<file path="src/hdl/mws_pkg.sv">
`timescale 1ns / 1ps
`default_nettype none
// Shared widths, register indexes, reset values and the serial control type
// of the modular weighted sum block. No dependencies.
package mws_pkg;

   localparam int WORD_W = 64;
   // A modulus of zero stands for 2^64, so the modulus carries one more bit.
   localparam int MOD_W = WORD_W + 1;
   localparam int CNT_W = $clog2(WORD_W);
   localparam int CSR_INDEX_W = 1;

   localparam logic [CSR_INDEX_W-1:0] CSR_MODULUS = 1'd0;
   localparam logic [CSR_INDEX_W-1:0] CSR_WEIGHT = 1'd1;

   localparam logic [MOD_W-1:0] MODULUS_RESET = {1'b0, {WORD_W{1'b1}}};
   localparam logic [WORD_W-1:0] WEIGHT_RESET = {{(WORD_W-1){1'b0}}, 1'b1};
   localparam logic [WORD_W-1:0] POWER_RESET = {{(WORD_W-1){1'b0}}, 1'b1};
   localparam logic [CNT_W-1:0] CNT_LAST = CNT_W'(WORD_W - 1);

   // Load starts a serial unit on fresh operands, step advances it one bit.
   typedef struct packed {
      logic load;
      logic step;
   } serial_ctrl_type;

endpackage
`default_nettype wire

</file>
<file path="src/hdl/mws_if.sv">
`timescale 1ns / 1ps
`default_nettype none
// Valid/ready channel interfaces of the modular weighted sum block: input words,
// result words and register writes. Depends on mws_pkg.
interface mws_req_if;
   logic                       valid;
   logic                       ready;
   logic [mws_pkg::WORD_W-1:0] value;
   logic                       last_value;
   modport source (output valid, output value, output last_value, input ready);
   modport sink (input valid, input value, input last_value, output ready);
endinterface

interface mws_rsp_if;
   logic                       valid;
   logic                       ready;
   logic [mws_pkg::WORD_W-1:0] residue;
   modport source (output valid, output residue, input ready);
   modport sink (input valid, input residue, output ready);
endinterface

interface mws_csr_if;
   logic                            valid;
   logic                            ready;
   logic [mws_pkg::CSR_INDEX_W-1:0] index;
   logic [mws_pkg::WORD_W-1:0]      data;
   modport source (output valid, output index, output data, input ready);
   modport sink (input valid, input index, input data, output ready);
endinterface
`default_nettype wire

</file>
<file path="src/hdl/mws_serial_reduce.sv">
`timescale 1ns / 1ps
`default_nettype none
// Bit-serial reduction of a 64-bit operand by a variable modulus, one bit a step.
// Depends on mws_pkg.
module mws_serial_reduce (
   input  wire logic                           clock,
   input  wire mws_pkg::serial_ctrl_type       ctrl,
   input  wire logic [mws_pkg::MOD_W-1:0]      q_ext,
   input  wire logic [mws_pkg::WORD_W-1:0]     operand,
   output logic      [mws_pkg::WORD_W-1:0]     result
);

   logic [mws_pkg::WORD_W-1:0] shift_ff, shift_in;
   logic [mws_pkg::WORD_W-1:0] rem_ff, rem_in;
   logic [mws_pkg::MOD_W-1:0]  trial;

   always_comb begin
      trial = {rem_ff, shift_ff[mws_pkg::WORD_W-1]};
      shift_in = shift_ff;
      rem_in = rem_ff;
      if (ctrl.load) begin
         shift_in = operand;
         rem_in = '0;
      end else if (ctrl.step) begin
         shift_in = {shift_ff[mws_pkg::WORD_W-2:0], 1'b0};
         // The remainder stays below q, so one subtraction is enough.
         if (trial >= q_ext) begin
            rem_in = mws_pkg::WORD_W'(trial - q_ext);
         end else begin
            rem_in = trial[mws_pkg::WORD_W-1:0];
         end
      end
   end

   always_ff @(posedge clock) begin
      shift_ff <= shift_in;
      rem_ff <= rem_in;
   end

   assign result = rem_ff;

endmodule
`default_nettype wire

</file>
<file path="src/hdl/mws_serial_mulmod.sv">
`timescale 1ns / 1ps
`default_nettype none
// Bit-serial modular multiplier, double and add with the multiplier scanned
// from its top bit. The parallel operand must already be below q. Depends on mws_pkg.
module mws_serial_mulmod (
   input  wire logic                           clock,
   input  wire mws_pkg::serial_ctrl_type       ctrl,
   input  wire logic [mws_pkg::MOD_W-1:0]      q_ext,
   input  wire logic [mws_pkg::WORD_W-1:0]     mult_a,
   input  wire logic [mws_pkg::WORD_W-1:0]     mult_b,
   output logic      [mws_pkg::WORD_W-1:0]     result
);

   logic [mws_pkg::WORD_W-1:0] shift_ff, shift_in;
   logic [mws_pkg::WORD_W-1:0] acc_ff, acc_in;
   logic [mws_pkg::MOD_W:0]    sum;
   logic [mws_pkg::MOD_W:0]    q_once;
   logic [mws_pkg::MOD_W:0]    q_twice;

   always_comb begin
      q_once = {1'b0, q_ext};
      q_twice = {q_ext, 1'b0};
      // 2*acc + a stays below 3q: subtract q or 2q, chosen by parallel compares.
      sum = {1'b0, acc_ff, 1'b0}
            + (shift_ff[mws_pkg::WORD_W-1] ? {2'b00, mult_a} : '0);
      shift_in = shift_ff;
      acc_in = acc_ff;
      if (ctrl.load) begin
         shift_in = mult_b;
         acc_in = '0;
      end else if (ctrl.step) begin
         shift_in = {shift_ff[mws_pkg::WORD_W-2:0], 1'b0};
         if (sum >= q_twice) begin
            acc_in = mws_pkg::WORD_W'(sum - q_twice);
         end else if (sum >= q_once) begin
            acc_in = mws_pkg::WORD_W'(sum - q_once);
         end else begin
            acc_in = sum[mws_pkg::WORD_W-1:0];
         end
      end
   end

   always_ff @(posedge clock) begin
      shift_ff <= shift_in;
      acc_ff <= acc_in;
   end

   assign result = acc_ff;

endmodule
`default_nettype wire

</file>
<file path="src/hdl/modular_weighted_sum_top.sv">
`timescale 1ns / 1ps
`default_nettype none
// Top level of the modular weighted sum block: sequencer, state, registers and
// result register. Depends on mws_pkg, mws_if, mws_serial_reduce, mws_serial_mulmod.
//
//   channel   direction  carries                      handshake
//   req_port  in         value[63:0], last_value      valid/ready
//   rsp_port  out        residue[63:0]                valid/ready
//   csr_port  in         index (0 modulus, 1 weight), valid/ready, always ready
//                        data[63:0]
//
// When the stored power is below the modulus, an accepted word passes through a load
// state, the bit-serial multipliers and a final modular add, then returns to idle,
// where the next word is accepted. When the stored power is not below the modulus
// (after the modulus is lowered mid-run, or with a modulus of one), that word first
// reduces the power: a load state, the serial reducer steps and a state that stores
// the result. Reset is synchronous: modulus returns to all ones, weight to one, the
// running sum to zero and the running power to one. A last word whose result finds
// the result register still full waits in its final cycle until the register drains.
module modular_weighted_sum_top (
   input  wire logic   clock,
   input  wire logic   reset,
   mws_req_if.sink     req_port,
   mws_rsp_if.source   rsp_port,
   mws_csr_if.sink     csr_port
);

   typedef enum logic [2:0] {
      ST_IDLE,
      ST_LOAD,
      ST_PREP,
      ST_POWER,
      ST_MUL,
      ST_ADD
   } state_type;

   state_type state_ff, state_in;

   // Architectural registers and running state.
   logic [mws_pkg::MOD_W-1:0]  q_ext_ff, q_ext_in;
   logic [mws_pkg::WORD_W-1:0] weight_ff, weight_in;
   logic [mws_pkg::WORD_W-1:0] sum_ff, sum_in;
   logic [mws_pkg::WORD_W-1:0] power_ff, power_in;

   // The word in flight and the bit counter of the serial units.
   logic [mws_pkg::WORD_W-1:0] value_ff, value_in;
   logic                       last_ff, last_in;
   logic [mws_pkg::CNT_W-1:0]  cnt_ff, cnt_in;

   // Result register.
   logic                       rsp_valid_ff, rsp_valid_in;
   logic [mws_pkg::WORD_W-1:0] residue_ff, residue_in;

   mws_pkg::serial_ctrl_type   red_ctrl;
   mws_pkg::serial_ctrl_type   mul_ctrl;
   logic [mws_pkg::WORD_W-1:0] red_operand;
   logic [mws_pkg::WORD_W-1:0] red_result;
   logic [mws_pkg::WORD_W-1:0] term_result;
   logic [mws_pkg::WORD_W-1:0] next_power;
   logic                       power_big;
   logic [mws_pkg::MOD_W-1:0]  add_sum;
   logic [mws_pkg::WORD_W-1:0] add_red;
   logic                       req_fire;
   logic                       rsp_free;

   // One reducer serves two purposes: in the prepare phase it brings a stale
   // power below the modulus, and alongside the multiplies it reduces the sum.
   mws_serial_reduce u_reduce (
      .clock   (clock),
      .ctrl    (red_ctrl),
      .q_ext   (q_ext_ff),
      .operand (red_operand),
      .result  (red_result)
   );

   // Term of this word: value times the current power. Only the power has to
   // be below q; the serially scanned value may be any 64-bit pattern.
   mws_serial_mulmod u_term_mul (
      .clock  (clock),
      .ctrl   (mul_ctrl),
      .q_ext  (q_ext_ff),
      .mult_a (power_ff),
      .mult_b (value_ff),
      .result (term_result)
   );

   // Next power: current power times the weight, in parallel with the term.
   mws_serial_mulmod u_power_mul (
      .clock  (clock),
      .ctrl   (mul_ctrl),
      .q_ext  (q_ext_ff),
      .mult_a (power_ff),
      .mult_b (weight_ff),
      .result (next_power)
   );

   assign req_port.ready = (state_ff == ST_IDLE);
   assign csr_port.ready = 1'b1;
   assign rsp_port.valid = rsp_valid_ff;
   assign rsp_port.residue = residue_ff;

   assign req_fire = req_port.valid && (state_ff == ST_IDLE);
   assign rsp_free = !rsp_valid_ff || rsp_port.ready;
   assign power_big = ({1'b0, power_ff} >= q_ext_ff);
   assign red_operand = power_big ? power_ff : sum_ff;

   // Both addends are below q, so the sum needs at most one subtraction.
   always_comb begin
      add_sum = {1'b0, red_result} + {1'b0, term_result};
      if (add_sum >= q_ext_ff) begin
         add_red = mws_pkg::WORD_W'(add_sum - q_ext_ff);
      end else begin
         add_red = add_sum[mws_pkg::WORD_W-1:0];
      end
   end

   always_comb begin
      state_in = state_ff;
      q_ext_in = q_ext_ff;
      weight_in = weight_ff;
      sum_in = sum_ff;
      power_in = power_ff;
      value_in = value_ff;
      last_in = last_ff;
      cnt_in = cnt_ff;
      rsp_valid_in = rsp_valid_ff && !rsp_port.ready;
      residue_in = residue_ff;
      red_ctrl = '0;
      mul_ctrl = '0;

      // Writes must arrive only while no word is in flight; the block does not enforce it.
      if (csr_port.valid) begin
         unique case (csr_port.index)
            mws_pkg::CSR_MODULUS: q_ext_in = {csr_port.data == '0, csr_port.data};
            mws_pkg::CSR_WEIGHT:  weight_in = csr_port.data;
            default:              q_ext_in = q_ext_ff;
         endcase
      end

      unique case (state_ff)
         ST_IDLE: begin
            if (req_fire) begin
               value_in = req_port.value;
               last_in = req_port.last_value;
               state_in = ST_LOAD;
            end
         end
         ST_LOAD: begin
            red_ctrl.load = 1'b1;
            cnt_in = mws_pkg::CNT_LAST;
            if (power_big) begin
               state_in = ST_PREP;
            end else begin
               mul_ctrl.load = 1'b1;
               state_in = ST_MUL;
            end
         end
         ST_PREP: begin
            red_ctrl.step = 1'b1;
            cnt_in = cnt_ff - 1'b1;
            if (cnt_ff == '0) begin
               state_in = ST_POWER;
            end
         end
         ST_POWER: begin
            // All 64 reducer steps are done, so the reduced power is stored.
            power_in = red_result;
            state_in = ST_LOAD;
         end
         ST_MUL: begin
            red_ctrl.step = 1'b1;
            mul_ctrl.step = 1'b1;
            cnt_in = cnt_ff - 1'b1;
            if (cnt_ff == '0) begin
               state_in = ST_ADD;
            end
         end
         ST_ADD: begin
            if (!last_ff) begin
               sum_in = add_red;
               power_in = next_power;
               state_in = ST_IDLE;
            end else if (rsp_free) begin
               rsp_valid_in = 1'b1;
               residue_in = add_red;
               sum_in = '0;
               power_in = mws_pkg::POWER_RESET;
               state_in = ST_IDLE;
            end
         end
         default: state_in = ST_IDLE;
      endcase
   end

   always_ff @(posedge clock) begin
      value_ff <= value_in;
      last_ff <= last_in;
      cnt_ff <= cnt_in;
      residue_ff <= residue_in;
      if (reset) begin
         state_ff <= ST_IDLE;
         rsp_valid_ff <= 1'b0;
         q_ext_ff <= mws_pkg::MODULUS_RESET;
         weight_ff <= mws_pkg::WEIGHT_RESET;
         sum_ff <= '0;
         power_ff <= mws_pkg::POWER_RESET;
      end else begin
         state_ff <= state_in;
         rsp_valid_ff <= rsp_valid_in;
         q_ext_ff <= q_ext_in;
         weight_ff <= weight_in;
         sum_ff <= sum_in;
         power_ff <= power_in;
      end
   end

endmodule
`default_nettype wire

</file>
<file path="src/flat_wrapper.sv">
// flat-port wrapper written by rule: the top's interface ports become plain ports
module modular_weighted_sum_top_flat 
  (clock, reset, req_port_valid, req_port_value, req_port_last_value, req_port_ready, rsp_port_valid, rsp_port_residue, rsp_port_ready, csr_port_valid, csr_port_index, csr_port_data, csr_port_ready);
  mws_req_if req_port_i ();
  mws_rsp_if rsp_port_i ();
  mws_csr_if csr_port_i ();
  input  wire logic clock;
  input  wire logic reset;
  input wire logic [$bits(req_port_i.valid)-1:0] req_port_valid;
  input wire logic [$bits(req_port_i.value)-1:0] req_port_value;
  input wire logic [$bits(req_port_i.last_value)-1:0] req_port_last_value;
  output wire logic [$bits(req_port_i.ready)-1:0] req_port_ready;
  output wire logic [$bits(rsp_port_i.valid)-1:0] rsp_port_valid;
  output wire logic [$bits(rsp_port_i.residue)-1:0] rsp_port_residue;
  input wire logic [$bits(rsp_port_i.ready)-1:0] rsp_port_ready;
  input wire logic [$bits(csr_port_i.valid)-1:0] csr_port_valid;
  input wire logic [$bits(csr_port_i.index)-1:0] csr_port_index;
  input wire logic [$bits(csr_port_i.data)-1:0] csr_port_data;
  output wire logic [$bits(csr_port_i.ready)-1:0] csr_port_ready;
  assign req_port_i.valid = req_port_valid;
  assign req_port_i.value = req_port_value;
  assign req_port_i.last_value = req_port_last_value;
  assign req_port_ready = req_port_i.ready;
  assign rsp_port_valid = rsp_port_i.valid;
  assign rsp_port_residue = rsp_port_i.residue;
  assign rsp_port_i.ready = rsp_port_ready;
  assign csr_port_i.valid = csr_port_valid;
  assign csr_port_i.index = csr_port_index;
  assign csr_port_i.data = csr_port_data;
  assign csr_port_ready = csr_port_i.ready;
  modular_weighted_sum_top u_core (.clock(clock), .reset(reset), .req_port(req_port_i), .rsp_port(rsp_port_i), .csr_port(csr_port_i));
endmodule
</file>
<file path="config.mk">
export PLATFORM = sky130hd
export DESIGN_NAME = modular_weighted_sum_top_flat
export DESIGN_NICKNAME = d
export VERILOG_FILES = /design/src/hdl/mws_pkg.sv /design/src/hdl/mws_if.sv /design/src/hdl/mws_serial_reduce.sv /design/src/hdl/mws_serial_mulmod.sv /design/src/hdl/modular_weighted_sum_top.sv /design/src/flat_wrapper.sv
export SDC_FILE = /design/constraint.sdc
export NUM_CORES = 2
export LEC_CHECK = 0
export ABC_AREA = 0
export BUFFER_PORTS_ARGS = -buffer_cell sky130_fd_sc_hd__buf_2
export CAP_MARGIN = 10
export CELL_PAD_IN_SITES_DETAIL_PLACEMENT = 1
export CELL_PAD_IN_SITES_GLOBAL_PLACEMENT = 2
export CORE_UTILIZATION = 26
export CTS_CLUSTER_DIAMETER = 100
export DETAILED_ROUTE_END_ITERATION = 8
export GPL_ROUTABILITY_DRIVEN = 1
export GPL_TIMING_DRIVEN = 0
export PLACE_DENSITY_LB_ADDON = 0.1
export SLEW_MARGIN = 15
export SYNTH_ARGS = -nofsm -noshare
export SYNTH_HDL_FRONTEND = slang
export SYNTH_SLANG_ARGS = --single-unit
</file>
<file path="constraint.sdc">
create_clock -name clock -period 8 [get_ports clock]
set_clock_uncertainty 0.15 [all_clocks]
set_input_delay 1.6 -clock clock [delete_from_list [all_inputs] [get_ports clock]]
set_output_delay 1.6 -clock clock [all_outputs]
set_load 0.01 [all_outputs]
</file>
# After elaboration in Yosys (flattened, before gate mapping)
# Cells that the tools add are included.
# word_totals
inputBits	135
elab_cells	100
memories	0
latch_bits	0
ram_bits	0
mem_bits_ro	0
ff_bits	780
# classes
magnitude_cmp	7
div	0
eq_ne	10
multipliers	0
n_reduce_logical	20
muxes	36
n_bitwise	1
shifts	0
n_addsub	10
# ops
cell	count
$mux W64	19
$sub A64 B64 Y64	6
$add A65 B64 Y66	2
$ge A66 B65 Y1	2
$ge A66 B66 Y1	2
$ge A65 B65 Y1	2
$pmux W64 S2	1
$add A64 B64 Y65	1
$ge A64 B65 Y1	1
$logic_not A64 Y1	1
$mux W3	6
$pmux W3 S6	1
$pmux W6 S2	1
$reduce_and A2 Y1	5
$mux W1	8
$reduce_bool A2 Y1	4
$eq A3 B2 Y1 const B	2
$eq A3 B3 Y1 const B	2
$logic_not A6 Y1	1
$ne A2 B1 Y1 const B	3
$sub A6 B1 Y6 const B	1
$reduce_and A4 Y1	1
$eq A3 B1 Y1 const B	1
$logic_not A3 Y1	1
8 further kinds	10

# Longest topological paths before layout
# logic_depth
ltp_word	5
mapped_depth	31
depth_no_buf	27

# Hierarchy
# From an unflattened synthesis, not the netlist that was laid out.
# unflattened
hier_cells	8647
area_unflattened_um2	70216.1
# modules_own_cells
mod	seq_area_each_um2	area_each_um2	instances	cells_per_inst
mws_serial_mulmod	3203.1	17944.7	2	2369
modular_weighted_sum_top	9278.9	24607.4	1	2755
mws_serial_reduce	3203.1	9719.3	1	1154

# Least setup slack after synthesis
# OpenSTA, ideal clock, no wires.
# synth_timing
path_type	reg2reg
start	register u_core.u_term_mul.shift_ff[63] (netlist name)
end	register u_core.u_term_mul.acc_ff (netlist bit u_core.u_term_mul.result[1])
stages_incl_launch_ff	29
setup_ns	0.256
slack_ns	1.831
period_less_slack_ns	6.169
required_ns	7.594
t_arrival_ns	5.763
n_path_buf	5
path_cell_list	edfxtp_1 -> clkbuf_1 -> clkbuf_1 -> nand2_1 -> fa_1 -> nand2b_1 -> a21oi_1 -> o21ai_0 -> o21ai_1 -> a31oi_1 -> o31ai_1 -> a21oi_1 -> o21ai_1 -> xor2_1 -> ha_1 -> a21o_1 -> a21o_1 -> a211o_1 -> a21o_1 -> a21o_1 -> a21o_1 -> nor3_1 -> a221o_1 -> clkbuf_1 -> buf_2 -> buf_1 -> nor2_1 -> a21oi_1 -> o22ai_1
# synth_between
elab_chain_cells	5
word_cells_on_any_way	8
# synth_lines
element	line	rtl
start, declared	mws_serial_mulmod.sv:14	logic [mws_pkg::WORD_W-1:0] shift_ff, shift_in;
start signal, assigned	mws_serial_mulmod.sv:44	shift_ff <= shift_in;
$mux W64 *	mws_serial_mulmod.sv:25	+ (shift_ff[mws_pkg::WORD_W-1] ? {2'b00, mult_a} : '0);
$add A65 B64 Y66 *	mws_serial_mulmod.sv:25	
$sub A64 B64 Y64 or $ge A66 B65 Y1 (tied branches)	mws_serial_mulmod.sv:36, mws_serial_mulmod.sv:35	
$mux W64	mws_serial_mulmod.sv:35	end else if (sum >= q_once) begin
$mux W64 *	mws_serial_mulmod.sv:33	if (sum >= q_twice) begin
end signal, assigned	mws_serial_mulmod.sv:45	acc_ff <= acc_in;
end, declared	mws_serial_mulmod.sv:15	logic [mws_pkg::WORD_W-1:0] acc_ff, acc_in;
# Mark *: on every way between the ends. The rest lies on a longest branch, timed or not.
# A chain may end at the register's enable or synchronous reset.

# Final worst setup path
# layout_timing
start	register u_core.u_term_mul.shift_ff[63] (netlist name)
end	register u_core.u_term_mul.acc_ff (netlist bit u_core.u_term_mul.result[61])
# The elaborated chain is that of the path after synthesis.

==> results.yml <==
run_status:
  outcome: "finished clean"
global_route:
  track_usage_pct: 27.14
  grt_pass1_vias: 69355
  antenna_found_initial: 54
  grt_max_degree: 94
  grt_overflow_total: 0
  grt_pass1_wl_um: 511200
worst_setup_path:
  r2r-end: "u_core.u_term_mul.result[61]"
  cp-end-kind: "register"
  critPathTopFamily: "compound AO/OA/AOI/OAI gates"
  regToRegSetupSlack_ns: 0.11
  max_stage_delay_ns: 0.93
  crit_type: "register to register"
  arrival_ns: 8.44
  path_buf_inv: 7
  crit_fanout: 10
  r2r_cells: 25
  r2r_start: "u_core.u_term_mul.shift_ff[63]"
  worstPathRequired_ns: 8.55
  cp_slowest_cell: "o31ai_4"
  critPathLaunchType: "register"
sta:
  setup_tns_ns: 0
  fin_crit_ns: 7.892
  setup_viol: 0
  clock.fmax_ghz: 0.1267
  fin_ws_ns: 0.1079
  hold_ws_ns: 0.2905
  tightest_slew_ns: 1.284
  relSlewSlack_pct: 14.40
  hold_viol: 0
  drv_slew: 0
  fin_crit_sh_pct: 98.65
synthesis:
  synth_compound_area_share_pct: 27.62
  synthMuxAreaShare_pct: 2.258
  syn_nets: 9360
  synthArstFlopShare_pct: 0
  synth-simple-area-share_pct: 19.11
  postSynthCellCount: 8570
  synth_top_family_by_area: "compound AO/OA/AOI/OAI gates"
  ys_seq_area_share_pct: 27.83
  syn_avg_cell_area_um2: 7.920
  synth_fa_ha_area_share_pct: 12.17
  synth-edff-count: 327
  synthXorXnorAreaFrac_pct: 6.787
  synth-seq-cells: 780
  synth_area_um2: 67880
  yosysWarnings: 0
  synth_flop_cell: "dfxtp_1"
  ys_types: 106
floorplanning:
  core-area_um2: 259500
  initial_core_util_pct: 26.16
  die_area_um2: 263100
  die_h_um: 512.9
  row_count: 187
  num_io_pins: 202
  die_w_um: 512.9
hold_path:
  hp-class: "register to register"
  hold_depth: 2
  min_to: "u_core.sum_ff[51]"
  hold_start: "u_core.sum_ff[51]"
placed_design:
  hpwl_um: 313400
  place.port_buffers: 200
  place_area_um2: 73630
  dp_slack_ns: -3.706
  place.gp.congestion: 0.9688
clocking:
  cts_sinks: 780
  htreeDepth: 3
  cts_buffers: 103
  clk_pin_slew_ns: 0.07
  root_buffer: "clkbuf_16"
  cts_buffer_depth: 3
  cts_tree: "built"
  clk_latency_ns: 0.82
finish:
  nNetsFinal: 9692
  drive_gt1_share_pct: 8.596
  final_common_cell: "nand2_1"
  stdcell_area_um2: 78320
  layout_common_cells: "nand2_1 (1165), a21oi_1 (942), ha_1 (635), nor2_1 (621), o21ai_0 (535)"
  synthToLayoutAreaGrowth_pct: 15.38
routing:
  routed_wl_um: 367300
  route.detailed.drc: 0
  drtPass1Iterations: 5
  ant_nets: 0
  drt-initial-drc-count: 4067
  vias: 67124
  vias_per_cell: 5.395
  wl_per_cell_um: 29.52
flow_run:
  cap_violations: 0
pwr:
  p_leak_nw: 33.93
  peakVddDrop_uv: 197.7
  power_density_nw_per_um2: 244.0
final cells by class:
type / count / area (µm²)
Timing Repair Buffer: 241 / 1565
Antenna cell: 46 / 115.1
Multi-Input combinational cell: 7067 / 46950
Tap cell: 3402 / 4257
Fill cell: 30924 / 181200
Clock buffer: 134 / 2754
Clock inverter: 62 / 735.7
Sequential cell: 780 / 18890
Inverter: 235 / 892.1
Buffer: 474 / 2156
worst min-delay path: stages (launching register included):
cell     delay (ns)
dfxtp_1        0.31
nand2_1        0.05
nand2_1        0.04
metal layers:
metal | vias to the layer above | global-route usage, % | part of all wire (%)
li1 | 32149 | - | -
met1 | 33223 | 36.16 | 46
met2 | 1380 | 45.75 | 46
met3 | 372 | 1.789 | 3.2
met4 | 0 | 10.02 | 4.2
met5 | - | 0 | 0
how the worst max path moves through the flow:
stage	start	to	cells after the start	slack (ns)
global placement	u_core.u_term_mul.shift_ff[63]	u_core.u_term_mul.result[20]	29	-5.44
finish	u_core.u_term_mul.shift_ff[63]	u_core.u_term_mul.result[61]	25	0.11
detailed placement	u_core.u_term_mul.shift_ff[63]	u_core.u_term_mul.result[61]	26	-3.71
floorplan	u_core.u_term_mul.shift_ff[63]	u_core.u_term_mul.result[1]	28	1.83
global route	u_core.u_power_mul.shift_ff[63]	u_core.u_power_mul.result[1]	29	-0.03
CTS	u_core.u_term_mul.result[0]	u_core.sum_ff[21]	25	0.001
logic make-up after synthesis:
kind of cell    Yosys count
xor+xnor                526
buf+inv                 723
fa+ha+maj               655
other cells               1
mux                     151
simple gates           2810
flops                   780
compound gates         2924
cells in the mapped netlist (all sizes together) (60+ instances only):
cell type | count | area, µm²
nor3 | 117 | 590.6
o21ai | 594 | 2984
a31oi | 96 | 628.1
a22o | 69 | 604.3
nor2b | 65 | 406.6
xnor2 | 300 | 2628
a21oi | 956 | 4818
nand3 | 146 | 730.7
o21a | 73 | 548.0
and2 | 171 | 1070
a211oi | 152 | 1171
xor2 | 226 | 1979
nor2 | 629 | 2364
a21o | 362 | 2718
edfxtp | 327 | 9819
nor3b | 71 | 533.0
nand2b | 60 | 375.4
a211o | 86 | 753.2
ha | 646 | 8083
nand4 | 177 | 1107
and3 | 63 | 394.1
clkbuf | 396 | 1489
o21bai | 106 | 803.3
nand2 | 1171 | 4408
inv | 235 | 882.1
buf | 92 | 489.2
mux2i | 134 | 1341
o211ai | 78 | 585.6
dfxtp | 453 | 9069
flip-flops by register name (all words and copies together) (netlist names):
signal and flops:
u_core.q_ext_ff 65, u_core.u_reduce.result 64, u_core.weight_ff 64, u_core.u_power_mul.shift_ff 64
u_core.last_ff 1, u_core.rsp_port.valid 1, u_core.u_reduce.shift_ff 64, u_core.u_power_mul.result 64
u_core.sum_ff 64, u_core.u_term_mul.result 64, u_core.value_ff 64, u_core.power_ff 64
u_core.cnt_ff 6, u_core.state_ff 3, u_core.u_term_mul.shift_ff 64, u_core.rsp_port.residue 64
power breakdown:
group	total (W)	switching, W	internal, W	leakage (nW)
registers	0.00544	0.000741	0.00470	6.77
logic	0.00883	0.00593	0.00290	25.5
clock network	0.00484	0.00212	0.00273	1.67
total	0.0191	0.00879	0.0103	33.9
what timing repair did:
| action | 4_1_cts | 5_1_grt |
|---|---|---|
| resized for setup | 148 | 94 |
| endpoints found under the setup margin | 256 | 213 |
| hold buffers | 0 | 0 |
| setup buffers | 13 | 9 |
| pin swaps | 14 | 16 |
metrics by stage:
| step | utilization [%] | cells | power (W) |
|---|---|---|---|
| after global placement | 28.19 | 12172 | 0.01402 |
| after floorplan | - | 8570 | 0.01076 |
| after CTS | 29.96 | 12389 | 0.01910 |
| after global routing | 30.14 | 12398 | 0.02019 |
| after detailed placement | 28.38 | 12191 | 0.01407 |
| final | 30.18 | 12441 | 0.01911 |
Power figures use the tool's default switching activity.
